### config.mk
export PLATFORM = sky130hd
export DESIGN_NAME = prepaid_multichannel_timer_flat
export DESIGN_NICKNAME = d
export VERILOG_FILES = /design/src/design/pmt_pkg.sv /design/src/design/pmt_ifs.sv /design/src/design/prepaid_multichannel_timer.sv /design/src/design/pmt_front.sv /design/src/design/pmt_queue.sv /design/src/design/pmt_back.sv /design/src/flat_wrapper.sv
export SDC_FILE = /design/constraint.sdc
export NUM_CORES = 1
export LEC_CHECK = 0
export BUFFER_PORTS_ARGS = -buffer_cell sky130_fd_sc_hd__clkbuf_2
export CORE_UTILIZATION = 55
export CTS_BUF_LIST = sky130_fd_sc_hd__clkbuf_4
export CTS_CLUSTER_DIAMETER = 120
export DETAILED_ROUTE_END_ITERATION = 7
export GPL_ROUTABILITY_DRIVEN = 0
export GPL_TIMING_DRIVEN = 0
export PLACE_DENSITY = 0.76
export SETUP_SLACK_MARGIN = 0.15
export SYNTH_ARGS = -nofsm -noshare
export SYNTH_HDL_FRONTEND = slang
export SYNTH_SLANG_ARGS = --single-unit
### constraint.sdc
create_clock -name i_clk -period 8.7 [get_ports i_clk]
set_clock_uncertainty 0.1 [all_clocks]
set_input_delay 0.435 -clock i_clk [delete_from_list [all_inputs] [get_ports i_clk]]
set_output_delay 0.435 -clock i_clk [all_outputs]
set_load 0.1 [all_outputs]
### src/design/pmt_pkg.sv
// Shared types, codes and constants of the prepaid multichannel timer.
package pmt_pkg;

    // Channel and store sizing
    localparam int STORE_DEPTH      = 8;
    localparam int NUM_CHANNELS_DEF = 8;
    localparam int CH_W             = 3;
    localparam int TIME_W           = 14;
    localparam int VALUE_W          = 10;
    localparam int MONEY_W          = 16;
    localparam int FUSE_W           = 8;

    // Time arithmetic
    localparam logic [TIME_W-1:0] TIME_CAP   = 14'd9999;
    localparam logic [TIME_W-1:0] TICK_STEP  = 14'd10;
    localparam logic [3:0]        SAVE_PERIOD = 4'd10;

    // Reciprocal of ten in 16 fractional bits, exact for values up to the cap
    localparam logic [12:0]       RECIP_10   = 13'd6554;

    // Grant datapath: money * minutes * 10 fits in 28 bits
    localparam int               PROD_W    = 28;
    localparam int               DCNT_W    = 5;
    localparam logic [DCNT_W-1:0] DIV_LAST = 5'(PROD_W - 1);

    // Register map
    localparam int ADDR_W = 4;
    localparam int DATA_W = 32;

    typedef enum logic [1:0] {
        REG_MIN_PER_UNIT   = 2'd0,
        REG_MONEY_PER_UNIT = 2'd1,
        REG_FACTORY_MODE   = 2'd2
    } t_reg;

    typedef enum logic [2:0] {
        CMD_ADD_MONEY   = 3'd0,
        CMD_MINUTE_TICK = 3'd1,
        CMD_DISP_TICK   = 3'd2,
        CMD_CLEAR_ONE   = 3'd3,
        CMD_CLEAR_ALL   = 3'd4
    } t_cmd;

    typedef enum logic [1:0] {
        KIND_ERROR = 2'd0,
        KIND_BLANK = 2'd1,
        KIND_NULL  = 2'd2,
        KIND_TIME  = 2'd3
    } t_kind;

    typedef enum logic [2:0] {
        ST_IDLE,
        ST_MUL,
        ST_SCALE,
        ST_DIV,
        ST_ADD,
        ST_SWEEP,
        ST_EMIT
    } t_state;

    typedef struct packed {
        logic [7:0] min_per_unit;
        logic [7:0] money_per_unit;
        logic       factory_mode;
    } t_cfg;

    // Classified command handed from the front to the back
    typedef struct packed {
        t_cmd               cmd;
        logic [CH_W-1:0]    channel;
        logic [MONEY_W-1:0] money;
        logic [FUSE_W-1:0]  fuse_ok_mask;
    } t_job;

    typedef struct packed {
        logic [CH_W-1:0]    out_channel;
        logic [TIME_W-1:0]  remaining_time;
        t_kind              display_kind;
        logic [VALUE_W-1:0] display_value;
        logic               relay_on;
        logic               save_request;
        logic               last;
    } t_beat;

endpackage

### src/design/pmt_ifs.sv
// Valid/ready channel interfaces for command beats and result beats.
interface pmt_in_if;
    logic        valid;
    logic        ready;
    logic [2:0]  cmd;
    logic [2:0]  channel;
    logic [15:0] money;
    logic [7:0]  fuse_ok_mask;

    modport source (output valid, cmd, channel, money, fuse_ok_mask, input ready);
    modport sink   (input valid, cmd, channel, money, fuse_ok_mask, output ready);
endinterface

interface pmt_out_if;
    logic        valid;
    logic        ready;
    logic [2:0]  out_channel;
    logic [13:0] remaining_time;
    logic [1:0]  display_kind;
    logic [9:0]  display_value;
    logic        relay_on;
    logic        save_request;
    logic        last;

    modport source (output valid, out_channel, remaining_time, display_kind, display_value,
                    relay_on, save_request, last, input ready);
    modport sink   (input valid, out_channel, remaining_time, display_kind, display_value,
                    relay_on, save_request, last, output ready);
endinterface

### src/design/prepaid_multichannel_timer.sv
// Top level of the prepaid multichannel timer: register port, front end, queue, executor.
//
// Usage: command beats arrive on i_in (add money, minute tick, display tick,
// clear one channel, clear all). Each beat yields zero to eight result beats
// on o_out, one per channel concerned, in channel order; the final beat of a
// command carries last, and save_request is the same on every beat of it.
// Commands with an unused code, an out-of-range channel, or a display tick in
// factory mode are taken and dropped without results.
// Flow: a command is registered in the queue, then the executor runs it
// alone. Add money multiplies, scales by ten, runs the 28-step restoring
// divider (skipped when the divisor is zero, granting nothing) and adds before
// it emits its beat. Ticks are accepted, update the times channel by channel,
// then emit one beat per channel. Clears go straight to emitting their beats.
// A two-entry queue keeps i_in ready while the executor is busy, until both
// entries fill; the output register lets o_out hold a beat while the next is prepared.
// Receiver stall: beats hold on o_out until taken; the executor waits.
// Reset: all channel times, blink phase and minute count clear at once;
// registers return to one minute per one money unit, factory mode off.
// Registers via APB at byte addresses 0, 4, 8; writes land on the access cycle.
module prepaid_multichannel_timer #(
    parameter int NUM_CHANNELS = pmt_pkg::NUM_CHANNELS_DEF
) (
    input  logic                        i_clk,
    input  logic                        i_rst_n,
    pmt_in_if.sink                      i_in,
    pmt_out_if.source                   o_out,
    input  logic                        psel,
    input  logic                        penable,
    input  logic                        pwrite,
    input  logic [pmt_pkg::ADDR_W-1:0]  paddr,
    input  logic [pmt_pkg::DATA_W-1:0]  pwdata,
    output logic [pmt_pkg::DATA_W-1:0]  prdata,
    output logic                        pready
);
    import pmt_pkg::*;

    t_cfg  r_cfg, n_cfg;
    t_reg  reg_sel;
    logic  wr_en;
    logic  push;
    logic  q_ready;
    logic  q_valid;
    logic  pop;
    t_job  front_job;
    t_job  q_job;

    assign pready  = 1'b1;
    assign reg_sel = t_reg'(paddr[3:2]);
    assign wr_en   = psel && penable && pwrite;

    // Register write decode
    always_comb begin
        n_cfg = r_cfg;
        if (wr_en) begin
            case (reg_sel)
                REG_MIN_PER_UNIT:   n_cfg.min_per_unit   = pwdata[7:0];
                REG_MONEY_PER_UNIT: n_cfg.money_per_unit = pwdata[7:0];
                REG_FACTORY_MODE:   n_cfg.factory_mode   = pwdata[0];
                default:            n_cfg = r_cfg;
            endcase
        end
    end

    // Register read mux
    always_comb begin
        case (reg_sel)
            REG_MIN_PER_UNIT:   prdata = {24'd0, r_cfg.min_per_unit};
            REG_MONEY_PER_UNIT: prdata = {24'd0, r_cfg.money_per_unit};
            REG_FACTORY_MODE:   prdata = {31'd0, r_cfg.factory_mode};
            default:            prdata = '0;
        endcase
    end

    always_ff @(posedge i_clk) begin
        if (!i_rst_n) begin
            r_cfg.min_per_unit   <= 8'd1;
            r_cfg.money_per_unit <= 8'd1;
            r_cfg.factory_mode   <= 1'b0;
        end else begin
            r_cfg <= n_cfg;
        end
    end

    pmt_front #(
        .NUM_CHANNELS (NUM_CHANNELS)
    ) u_front (
        .i_in      (i_in),
        .i_cfg     (r_cfg),
        .i_q_ready (q_ready),
        .o_push    (push),
        .o_job     (front_job)
    );

    pmt_queue u_queue (
        .i_clk   (i_clk),
        .i_rst_n (i_rst_n),
        .i_push  (push),
        .i_job   (front_job),
        .o_ready (q_ready),
        .o_valid (q_valid),
        .o_job   (q_job),
        .i_pop   (pop)
    );

    pmt_back #(
        .NUM_CHANNELS (NUM_CHANNELS)
    ) u_back (
        .i_clk   (i_clk),
        .i_rst_n (i_rst_n),
        .i_cfg   (r_cfg),
        .i_valid (q_valid),
        .i_job   (q_job),
        .o_pop   (pop),
        .o_out   (o_out)
    );

endmodule

### src/design/pmt_front.sv
// Command front end: accepts command beats, drops ignored ones, queues the rest.
module pmt_front #(
    parameter int NUM_CHANNELS = pmt_pkg::NUM_CHANNELS_DEF
) (
    pmt_in_if.sink         i_in,
    input  pmt_pkg::t_cfg  i_cfg,
    input  logic           i_q_ready,
    output logic           o_push,
    output pmt_pkg::t_job  o_job
);
    import pmt_pkg::*;

    localparam int NCH = (NUM_CHANNELS > STORE_DEPTH) ? STORE_DEPTH : NUM_CHANNELS;

    logic ch_ok;
    logic keep;

    // Accept whenever the queue has room; dropped beats vanish here
    assign i_in.ready = i_q_ready;

    assign ch_ok = ({1'b0, i_in.channel} < (CH_W + 1)'(NCH));

    // Classify the command
    always_comb begin
        case (t_cmd'(i_in.cmd))
            CMD_ADD_MONEY:   keep = ch_ok;
            CMD_CLEAR_ONE:   keep = ch_ok;
            CMD_MINUTE_TICK: keep = 1'b1;
            CMD_CLEAR_ALL:   keep = 1'b1;
            CMD_DISP_TICK:   keep = !i_cfg.factory_mode;
            default:         keep = 1'b0;
        endcase
    end

    assign o_push             = i_in.valid && i_q_ready && keep;
    assign o_job.cmd          = t_cmd'(i_in.cmd);
    assign o_job.channel      = i_in.channel;
    assign o_job.money        = i_in.money;
    assign o_job.fuse_ok_mask = i_in.fuse_ok_mask;

endmodule

### src/design/pmt_queue.sv
// Two-entry job queue between the command front end and the executor.
module pmt_queue (
    input  logic           i_clk,
    input  logic           i_rst_n,
    input  logic           i_push,
    input  pmt_pkg::t_job  i_job,
    output logic           o_ready,
    output logic           o_valid,
    output pmt_pkg::t_job  o_job,
    input  logic           i_pop
);
    import pmt_pkg::*;

    t_job       r_mem [2];
    logic       r_wptr, n_wptr;
    logic       r_rptr, n_rptr;
    logic [1:0] r_count, n_count;

    assign o_ready = (r_count != 2'd2);
    assign o_valid = (r_count != 2'd0);
    assign o_job   = r_mem[r_rptr];

    // Advance pointers and occupancy
    always_comb begin
        n_wptr  = r_wptr;
        n_rptr  = r_rptr;
        n_count = r_count;
        if (i_push) begin
            n_wptr = !r_wptr;
        end
        if (i_pop && o_valid) begin
            n_rptr = !r_rptr;
        end
        case ({i_push, i_pop && o_valid})
            2'b10:   n_count = r_count + 2'd1;
            2'b01:   n_count = r_count - 2'd1;
            default: n_count = r_count;
        endcase
    end

    always_ff @(posedge i_clk) begin
        if (!i_rst_n) begin
            r_wptr  <= 1'b0;
            r_rptr  <= 1'b0;
            r_count <= 2'd0;
        end else begin
            r_wptr  <= n_wptr;
            r_rptr  <= n_rptr;
            r_count <= n_count;
        end
    end

    // Store the entry
    always_ff @(posedge i_clk) begin
        if (i_push) begin
            r_mem[r_wptr] <= i_job;
        end
    end

endmodule

### src/design/pmt_back.sv
// Executor: holds channel times, runs grants and ticks, and emits result beats.
module pmt_back #(
    parameter int NUM_CHANNELS = pmt_pkg::NUM_CHANNELS_DEF
) (
    input  logic           i_clk,
    input  logic           i_rst_n,
    input  pmt_pkg::t_cfg  i_cfg,
    input  logic           i_valid,
    input  pmt_pkg::t_job  i_job,
    output logic           o_pop,
    pmt_out_if.source      o_out
);
    import pmt_pkg::*;

    localparam int NCH = (NUM_CHANNELS > STORE_DEPTH) ? STORE_DEPTH : NUM_CHANNELS;
    localparam logic [CH_W-1:0] LAST_CH = CH_W'(NCH - 1);

    t_state              r_state, n_state;
    t_job                r_job, n_job;
    logic [CH_W-1:0]     r_idx, n_idx;
    logic [PROD_W-1:0]   r_prod, n_prod;
    logic [7:0]          r_rem, n_rem;
    logic [DCNT_W-1:0]   r_dcnt, n_dcnt;
    logic [TIME_W-1:0]   r_time [STORE_DEPTH];
    logic [TIME_W-1:0]   n_time [STORE_DEPTH];
    logic                r_blink, n_blink;
    logic [3:0]          r_mcount, n_mcount;
    logic                r_save, n_save;
    logic                r_any, n_any;
    logic                r_ovalid, n_ovalid;
    t_beat               r_obeat, n_obeat;

    logic [TIME_W-1:0]   cur_t;
    logic                cur_fuse;
    logic                single;
    logic                beat_last;
    logic                fire;
    logic [23:0]         prod_mul;
    logic [8:0]          rem_s;
    logic                div_ge;
    logic [TIME_W-1:0]   grant;
    logic [TIME_W:0]     sum;
    logic [TIME_W-1:0]   tick_t;
    logic [3:0]          mc_inc;
    logic [26:0]         div10;
    t_beat               beat;

    assign cur_t     = r_time[r_idx];
    assign cur_fuse  = r_job.fuse_ok_mask[r_idx];
    assign single    = (r_job.cmd == CMD_ADD_MONEY) || (r_job.cmd == CMD_CLEAR_ONE);
    assign beat_last = single || (r_idx == LAST_CH);
    assign fire      = (r_state == ST_EMIT) && (!r_ovalid || o_out.ready);
    assign o_pop     = (r_state == ST_IDLE) && i_valid;

    // Grant arithmetic pieces
    assign prod_mul = {8'd0, r_job.money} * {16'd0, i_cfg.min_per_unit};
    assign rem_s    = {r_rem, r_prod[PROD_W-1]};
    assign div_ge   = (rem_s >= {1'b0, i_cfg.money_per_unit});
    assign grant    = (r_prod > PROD_W'(TIME_CAP)) ? TIME_CAP : r_prod[TIME_W-1:0];
    assign sum      = {1'b0, cur_t} + {1'b0, grant};
    assign tick_t   = (cur_t > TICK_STEP) ? (cur_t - TICK_STEP) : '0;
    assign mc_inc   = r_mcount + 4'd1;

    // Divide by ten through the reciprocal
    assign div10 = {13'd0, cur_t} * {14'd0, RECIP_10};

    // Build the result beat for the channel at the walk index
    always_comb begin
        beat.out_channel    = r_idx;
        beat.remaining_time = cur_t;
        beat.display_kind   = KIND_ERROR;
        beat.display_value  = '0;
        beat.relay_on       = 1'b0;
        beat.save_request   = r_save;
        beat.last           = beat_last;
        if (r_job.cmd == CMD_DISP_TICK) begin
            if (!cur_fuse) begin
                beat.remaining_time = '0;
                beat.display_kind   = KIND_ERROR;
            end else if (cur_t == '0) begin
                beat.display_kind = r_blink ? KIND_BLANK : KIND_NULL;
            end else begin
                beat.display_kind  = KIND_TIME;
                beat.display_value = div10[16 +: VALUE_W];
                beat.relay_on      = 1'b1;
            end
        end
    end

    // Next state
    always_comb begin
        n_state = r_state;
        case (r_state)
            ST_IDLE: begin
                if (i_valid) begin
                    case (i_job.cmd)
                        CMD_ADD_MONEY:   n_state = ST_MUL;
                        CMD_MINUTE_TICK: n_state = ST_SWEEP;
                        CMD_DISP_TICK:   n_state = ST_SWEEP;
                        default:         n_state = ST_EMIT;
                    endcase
                end
            end
            ST_MUL:   n_state = ST_SCALE;
            ST_SCALE: n_state = (i_cfg.money_per_unit == 8'd0) ? ST_ADD : ST_DIV;
            ST_DIV:   n_state = (r_dcnt == DIV_LAST) ? ST_ADD : ST_DIV;
            ST_ADD:   n_state = ST_EMIT;
            ST_SWEEP: n_state = (r_idx == LAST_CH) ? ST_EMIT : ST_SWEEP;
            ST_EMIT:  n_state = (fire && beat_last) ? ST_IDLE : ST_EMIT;
            default:  n_state = ST_IDLE;
        endcase
    end

    // Datapath and output register
    always_comb begin
        n_job    = r_job;
        n_idx    = r_idx;
        n_prod   = r_prod;
        n_rem    = r_rem;
        n_dcnt   = r_dcnt;
        n_time   = r_time;
        n_blink  = r_blink;
        n_mcount = r_mcount;
        n_save   = r_save;
        n_any    = r_any;
        n_ovalid = r_ovalid;
        n_obeat  = r_obeat;

        // Drop the held beat once taken
        if (o_out.ready) begin
            n_ovalid = 1'b0;
        end

        case (r_state)
            ST_IDLE: begin
                if (i_valid) begin
                    n_job  = i_job;
                    n_save = 1'b0;
                    n_any  = 1'b0;
                    n_idx  = '0;
                    case (i_job.cmd)
                        CMD_ADD_MONEY: begin
                            n_idx = i_job.channel;
                        end
                        CMD_DISP_TICK: begin
                            n_blink = !r_blink;
                        end
                        CMD_CLEAR_ONE: begin
                            n_idx                  = i_job.channel;
                            n_time[i_job.channel]  = '0;
                            n_save                 = 1'b1;
                        end
                        CMD_CLEAR_ALL: begin
                            for (int c = 0; c < STORE_DEPTH; c++) begin
                                n_time[c] = '0;
                            end
                            n_save = 1'b1;
                        end
                        default: begin
                            n_save = 1'b0;
                        end
                    endcase
                end
            end
            ST_MUL: begin
                n_prod = {4'd0, prod_mul};
            end
            ST_SCALE: begin
                // Times ten as eight plus two
                n_prod = {r_prod[PROD_W-4:0], 3'b000} + {r_prod[PROD_W-2:0], 1'b0};
                n_rem  = '0;
                n_dcnt = '0;
                if (i_cfg.money_per_unit == 8'd0) begin
                    n_prod = '0;
                end
            end
            ST_DIV: begin
                // One restoring step; quotient bits shift in at the bottom
                n_rem  = div_ge ? 8'(rem_s - {1'b0, i_cfg.money_per_unit}) : rem_s[7:0];
                n_prod = {r_prod[PROD_W-2:0], div_ge};
                n_dcnt = r_dcnt + 1'b1;
            end
            ST_ADD: begin
                n_time[r_idx] = (sum > {1'b0, TIME_CAP}) ? TIME_CAP : sum[TIME_W-1:0];
                n_save        = 1'b1;
            end
            ST_SWEEP: begin
                if (r_job.cmd == CMD_MINUTE_TICK) begin
                    n_time[r_idx] = tick_t;
                    if ((cur_t != '0) && (cur_t <= TICK_STEP)) begin
                        n_save = 1'b1;
                    end
                    n_any = r_any || (tick_t != '0);
                    if (r_idx == LAST_CH) begin
                        if (mc_inc >= SAVE_PERIOD) begin
                            n_mcount = '0;
                            if (r_any || (tick_t != '0)) begin
                                n_save = 1'b1;
                            end
                        end else begin
                            n_mcount = mc_inc;
                        end
                    end
                end else begin
                    // Blown fuse clears the channel
                    if (!cur_fuse && (cur_t != '0)) begin
                        n_time[r_idx] = '0;
                        n_save        = 1'b1;
                    end
                end
                n_idx = (r_idx == LAST_CH) ? '0 : r_idx + 1'b1;
            end
            ST_EMIT: begin
                if (fire) begin
                    n_ovalid = 1'b1;
                    n_obeat  = beat;
                    n_idx    = r_idx + 1'b1;
                end
            end
            default: begin
                n_ovalid = r_ovalid;
            end
        endcase
    end

    always_ff @(posedge i_clk) begin
        if (!i_rst_n) begin
            r_state  <= ST_IDLE;
            r_blink  <= 1'b0;
            r_mcount <= '0;
            r_ovalid <= 1'b0;
            for (int c = 0; c < STORE_DEPTH; c++) begin
                r_time[c] <= '0;
            end
        end else begin
            r_state  <= n_state;
            r_blink  <= n_blink;
            r_mcount <= n_mcount;
            r_ovalid <= n_ovalid;
            r_time   <= n_time;
        end
    end

    always_ff @(posedge i_clk) begin
        r_job   <= n_job;
        r_idx   <= n_idx;
        r_prod  <= n_prod;
        r_rem   <= n_rem;
        r_dcnt  <= n_dcnt;
        r_save  <= n_save;
        r_any   <= n_any;
        r_obeat <= n_obeat;
    end

    // Drive the result channel from the output register
    assign o_out.valid          = r_ovalid;
    assign o_out.out_channel    = r_obeat.out_channel;
    assign o_out.remaining_time = r_obeat.remaining_time;
    assign o_out.display_kind   = r_obeat.display_kind;
    assign o_out.display_value  = r_obeat.display_value;
    assign o_out.relay_on       = r_obeat.relay_on;
    assign o_out.save_request   = r_obeat.save_request;
    assign o_out.last           = r_obeat.last;

endmodule

### src/flat_wrapper.sv
// flat-port wrapper written by rule: the top's interface ports become plain ports
module prepaid_multichannel_timer_flat import pmt_pkg::*;
#(
    parameter int NUM_CHANNELS = pmt_pkg::NUM_CHANNELS_DEF
)
  (i_clk, i_rst_n, psel, penable, pwrite, paddr, pwdata, prdata, pready, i_in_valid, i_in_cmd, i_in_channel, i_in_money, i_in_fuse_ok_mask, i_in_ready, o_out_valid, o_out_out_channel, o_out_remaining_time, o_out_display_kind, o_out_display_value, o_out_relay_on, o_out_save_request, o_out_last, o_out_ready);
  pmt_in_if i_in_i ();
  pmt_out_if o_out_i ();
  input  logic i_clk;
  input  logic i_rst_n;
  input  logic psel;
  input  logic penable;
  input  logic pwrite;
  input  logic [pmt_pkg::ADDR_W-1:0] paddr;
  input  logic [pmt_pkg::DATA_W-1:0] pwdata;
  output logic [pmt_pkg::DATA_W-1:0] prdata;
  output logic pready;
  input wire logic [$bits(i_in_i.valid)-1:0] i_in_valid;
  input wire logic [$bits(i_in_i.cmd)-1:0] i_in_cmd;
  input wire logic [$bits(i_in_i.channel)-1:0] i_in_channel;
  input wire logic [$bits(i_in_i.money)-1:0] i_in_money;
  input wire logic [$bits(i_in_i.fuse_ok_mask)-1:0] i_in_fuse_ok_mask;
  output wire logic [$bits(i_in_i.ready)-1:0] i_in_ready;
  output wire logic [$bits(o_out_i.valid)-1:0] o_out_valid;
  output wire logic [$bits(o_out_i.out_channel)-1:0] o_out_out_channel;
  output wire logic [$bits(o_out_i.remaining_time)-1:0] o_out_remaining_time;
  output wire logic [$bits(o_out_i.display_kind)-1:0] o_out_display_kind;
  output wire logic [$bits(o_out_i.display_value)-1:0] o_out_display_value;
  output wire logic [$bits(o_out_i.relay_on)-1:0] o_out_relay_on;
  output wire logic [$bits(o_out_i.save_request)-1:0] o_out_save_request;
  output wire logic [$bits(o_out_i.last)-1:0] o_out_last;
  input wire logic [$bits(o_out_i.ready)-1:0] o_out_ready;
  assign i_in_i.valid = i_in_valid;
  assign i_in_i.cmd = i_in_cmd;
  assign i_in_i.channel = i_in_channel;
  assign i_in_i.money = i_in_money;
  assign i_in_i.fuse_ok_mask = i_in_fuse_ok_mask;
  assign i_in_ready = i_in_i.ready;
  assign o_out_valid = o_out_i.valid;
  assign o_out_out_channel = o_out_i.out_channel;
  assign o_out_remaining_time = o_out_i.remaining_time;
  assign o_out_display_kind = o_out_i.display_kind;
  assign o_out_display_value = o_out_i.display_value;
  assign o_out_relay_on = o_out_i.relay_on;
  assign o_out_save_request = o_out_i.save_request;
  assign o_out_last = o_out_i.last;
  assign o_out_i.ready = o_out_ready;
  prepaid_multichannel_timer #(.NUM_CHANNELS(NUM_CHANNELS)) u_core (.i_clk(i_clk), .i_rst_n(i_rst_n), .i_in(i_in_i), .o_out(o_out_i), .psel(psel), .penable(penable), .pwrite(pwrite), .paddr(paddr), .pwdata(pwdata), .prdata(prdata), .pready(pready));
endmodule
==> reports/results.ini <==
[status]
status = finished, final reports clean

[routing]
firstDrtPassIters = 7
drt-initial-drc-count = 1999
post_drt_wl_per_cell_um = 20.0
vias = 19900
totalWireLength_um = 64800
routed_via_density = 6.13
drc = 0
ant_nets = 0

[job]
drv_cap = 0

[setup_path]
start_kind = flip-flop
crit_path_end_kind = flip-flop
crit_fanout = 10
arrival_ps = 8680
path_class = flip-flop to flip-flop
cp.required_ps = 9160

[synthesis]
syn_inst = 2400
synth_area_leaders = edfxtp_1 21%, dfxtp_1 12%, fa_1 12%
synth_edf_count = 165
syn_area_per_cell_um2 = 9.76
yosysTopAreaCellShare_pct = 21.1
ys_warn_count = 0
ys.flop_type = edfxtp_1
yosysTopAreaCell = edfxtp_1
async_reset_ff_share_pct = 0
synth_area_um2 = 23400
ys_ff_latch = 308
ys_types = 97
ys_seq_area_share_pct = 33.4

[pwr]
p_int_uw = 5500
p_leak_uw = 0.0112
switching_share_pct = 50.2
seq_power_share_pct = 18.8
switching_power_uw = 5550
clkPwrFrac_pct = 11.7
peakVddDrop_mv = 0.524
power_density_nw_per_um2 = 422
comb_power_share_pct = 69.5

[global_route]
antenna_found_initial = 4
grt-ovfl-total = 0
grt_max_degree = 31
grt_pass1_wl_um = 102000
grt_usage_pct = 29.6
first_global_vias = 19400

[die]
die_area_um2 = 43400
num_rows = 75
die_height_um = 208
die_width_um = 208
coreArea_um2 = 41900
start_util_pct = 55.9
ios = 140

[timing]
slew_violations = 0
hold_viol = 0
setup-violations-final = 0
timing.final.crit_share_pct = 94.5
relSlewSlack_pct = 16.6
worst_pin_slew_ps = 1250
whs_ps = 45.1
period_minus_slack_ps = 8220
fmax_mhz = 122
rsz0062_at_grt = no
setup-tns-final_ps = 0

[layout]
layout_commonest_cell = nand2_1
final_cell_mix = 210 x nand2_1, 206 x ha_1, 189 x inv_1
final_core_util_pct = 62.4
fillerInstances = 3371
fin_nets = 3053
area_growth_pct = 11.6
layout-drive-gt1-share_pct = 13.3
final_area_um2 = 26200

[clock_network]
cts.sinks = 308
cts.htree.levels = 3
clkTransAtPathRegs_ps = 70
cts_inserted_buffers = 80
cts_root_buf = clkbuf_4
cts_tree = done
cts_buffer_depth = 3
cts_setup_buffers = 0
insertion_delay_ps = 850

[place]
portBuffers = 88
hpwlAfterDp_um = 47700
placedInstanceArea_um2 = 24700

[hold_path]
hold_class = input port to flip-flop

final timing paths:
check | to | slack [ps] | startpoint | cells past startpoint
worst max-delay path | u_core.u_back.o_out.display_value[9] | 480 | u_core.u_back.r_idx[1] | 24
worst min-delay path | u_core.r_cfg[9] | 50 | paddr[3] | 4
worst max register to register | u_core.u_back.o_out.display_value[9] | 480 | u_core.u_back.r_idx[1] | 24
worst min register to register | u_core.u_back.r_time[34] | 350 | u_core.u_back.r_time[34] | 2
worst max-delay path, stage by stage (launching register included):
cell and delay [ps]:
edfxtp_1 450, buf_2 240, buf_2 270, buf_2 280, buf_2 240, nor3_1 840, a22oi_1 190, and4_2 410
ha_1 540, fa_1 510, fa_1 500, inv_1 50, fa_1 490, inv_1 60, fa_1 360, ha_1 300
o21a_1 200, nand4_1 160, a2bb2oi_1 320, o221ai_1 270, a41o_1 340, o41ai_1 450, o21bai_1 140, xnor2_1 150
nor2_1 50
cell usage after synthesis, drive strengths merged (9+ instances only):
master and number:
edfxtp 165, a221oi 23, buf 64, nand2b 32, nor2 180, or2 9
o22ai 17, o21a 16, xnor2 53, nand2 211, a21oi 148, and3 15
a22oi 29, a311oi 24, a21o 27, nor2b 29, o31ai 9, o21ai 103
a211oi 14, nor3 47, ha 206, mux2 39, nor4 10, a31oi 20
or3 13, a2bb2oi 9, o211ai 15, fa 135, xor2 32, mux2i 48
nand3b 9, clkbuf 56, o21bai 11, o221ai 12, inv 191, dfxtp 143
nand3 55, and2 76
flip-flops by register name (all words and copies together) (netlist names), 2 cells and up, named ones only:
register / cells
u_core.u_back.o_out.remaining_time: 14
u_core.u_queue.r_mem: 60
u_core.u_back.r_rem: 8
u_core.u_back.r_time: 112
u_core.u_back.r_mcount: 4
u_core.u_back.r_dcnt: 5
u_core.u_back.o_out.display_value: 10
u_core.u_back.o_out.display_kind: 2
u_core.u_back.r_prod: 28
u_core.u_queue.r_count: 2
u_core.r_cfg: 17
u_core.u_back.r_state: 3
u_core.u_back.r_idx: 3
u_core.u_back.o_out.out_channel: 3
u_core.u_back.r_job: 27
stage by stage:
step           worst slack [ps]  total power, uW  instances
6_report                    478            11000       3240
5_1_grt                     241            11900       3239
4_1_cts                     394            10900       3235
3_5_place_dp                475             9530       3053
3_3_place_gp                550             9210       3050
2_1_floorplan              2260             7690       2423
power by group through the flow:
stage	logic [uW]	registers [uW]	clock network, uW
final	7680	2080	1290
after global routing	8470	2100	1380
after CTS	7550	2070	1290
after detailed placement	7430	2100	0
after global placement	7110	2100	0
after floorplan	5570	2120	0
metal layers:
| layer | global-route usage (%) | vias up | share of wire, % |
|---|---|---|---|
| li1 | - | 9040 | - |
| met1 | 37.8 | 9537 | 40 |
| met2 | 47.2 | 1071 | 46 |
| met3 | 8.08 | 225 | 9.8 |
| met4 | 12.9 | 2 | 4.2 |
| met5 | 0 | - | 0.020 |
area by class of cell:
type	instances	area (um2)	share of cell area [%]
sequential	308	7820	29.9
buffer	120	601	2.30
tap	539	674	2.58
timing repair buffer	134	906	3.46
multi-input combinational	1803	14400	55.1
inverter	192	721	2.76
antenna	3	7.51	0.0287
clock inverter	30	179	0.684
clock buffer	111	833	3.19
cells by family after synthesis:
kind of cell	Yosys count	synth area share [%]
and+or+nand+nor	713	14.6
AOI/OAI and AO/OA	544	15.9
adders and majority gates	341	22.5
buffers and inverters	312	5.64
DFF	308	33.4
muxes	95	4.71
xor gates and xnor gates	85	3.21
other	2	0.0321
timing repair:
item,4_1_cts,5_1_grt
endpoints found under the setup margin,0,1
hold buffers,41,1
resized for setup,0,3
endpoints found under the hold margin,79,1
(Power assumes the default switching activity.)
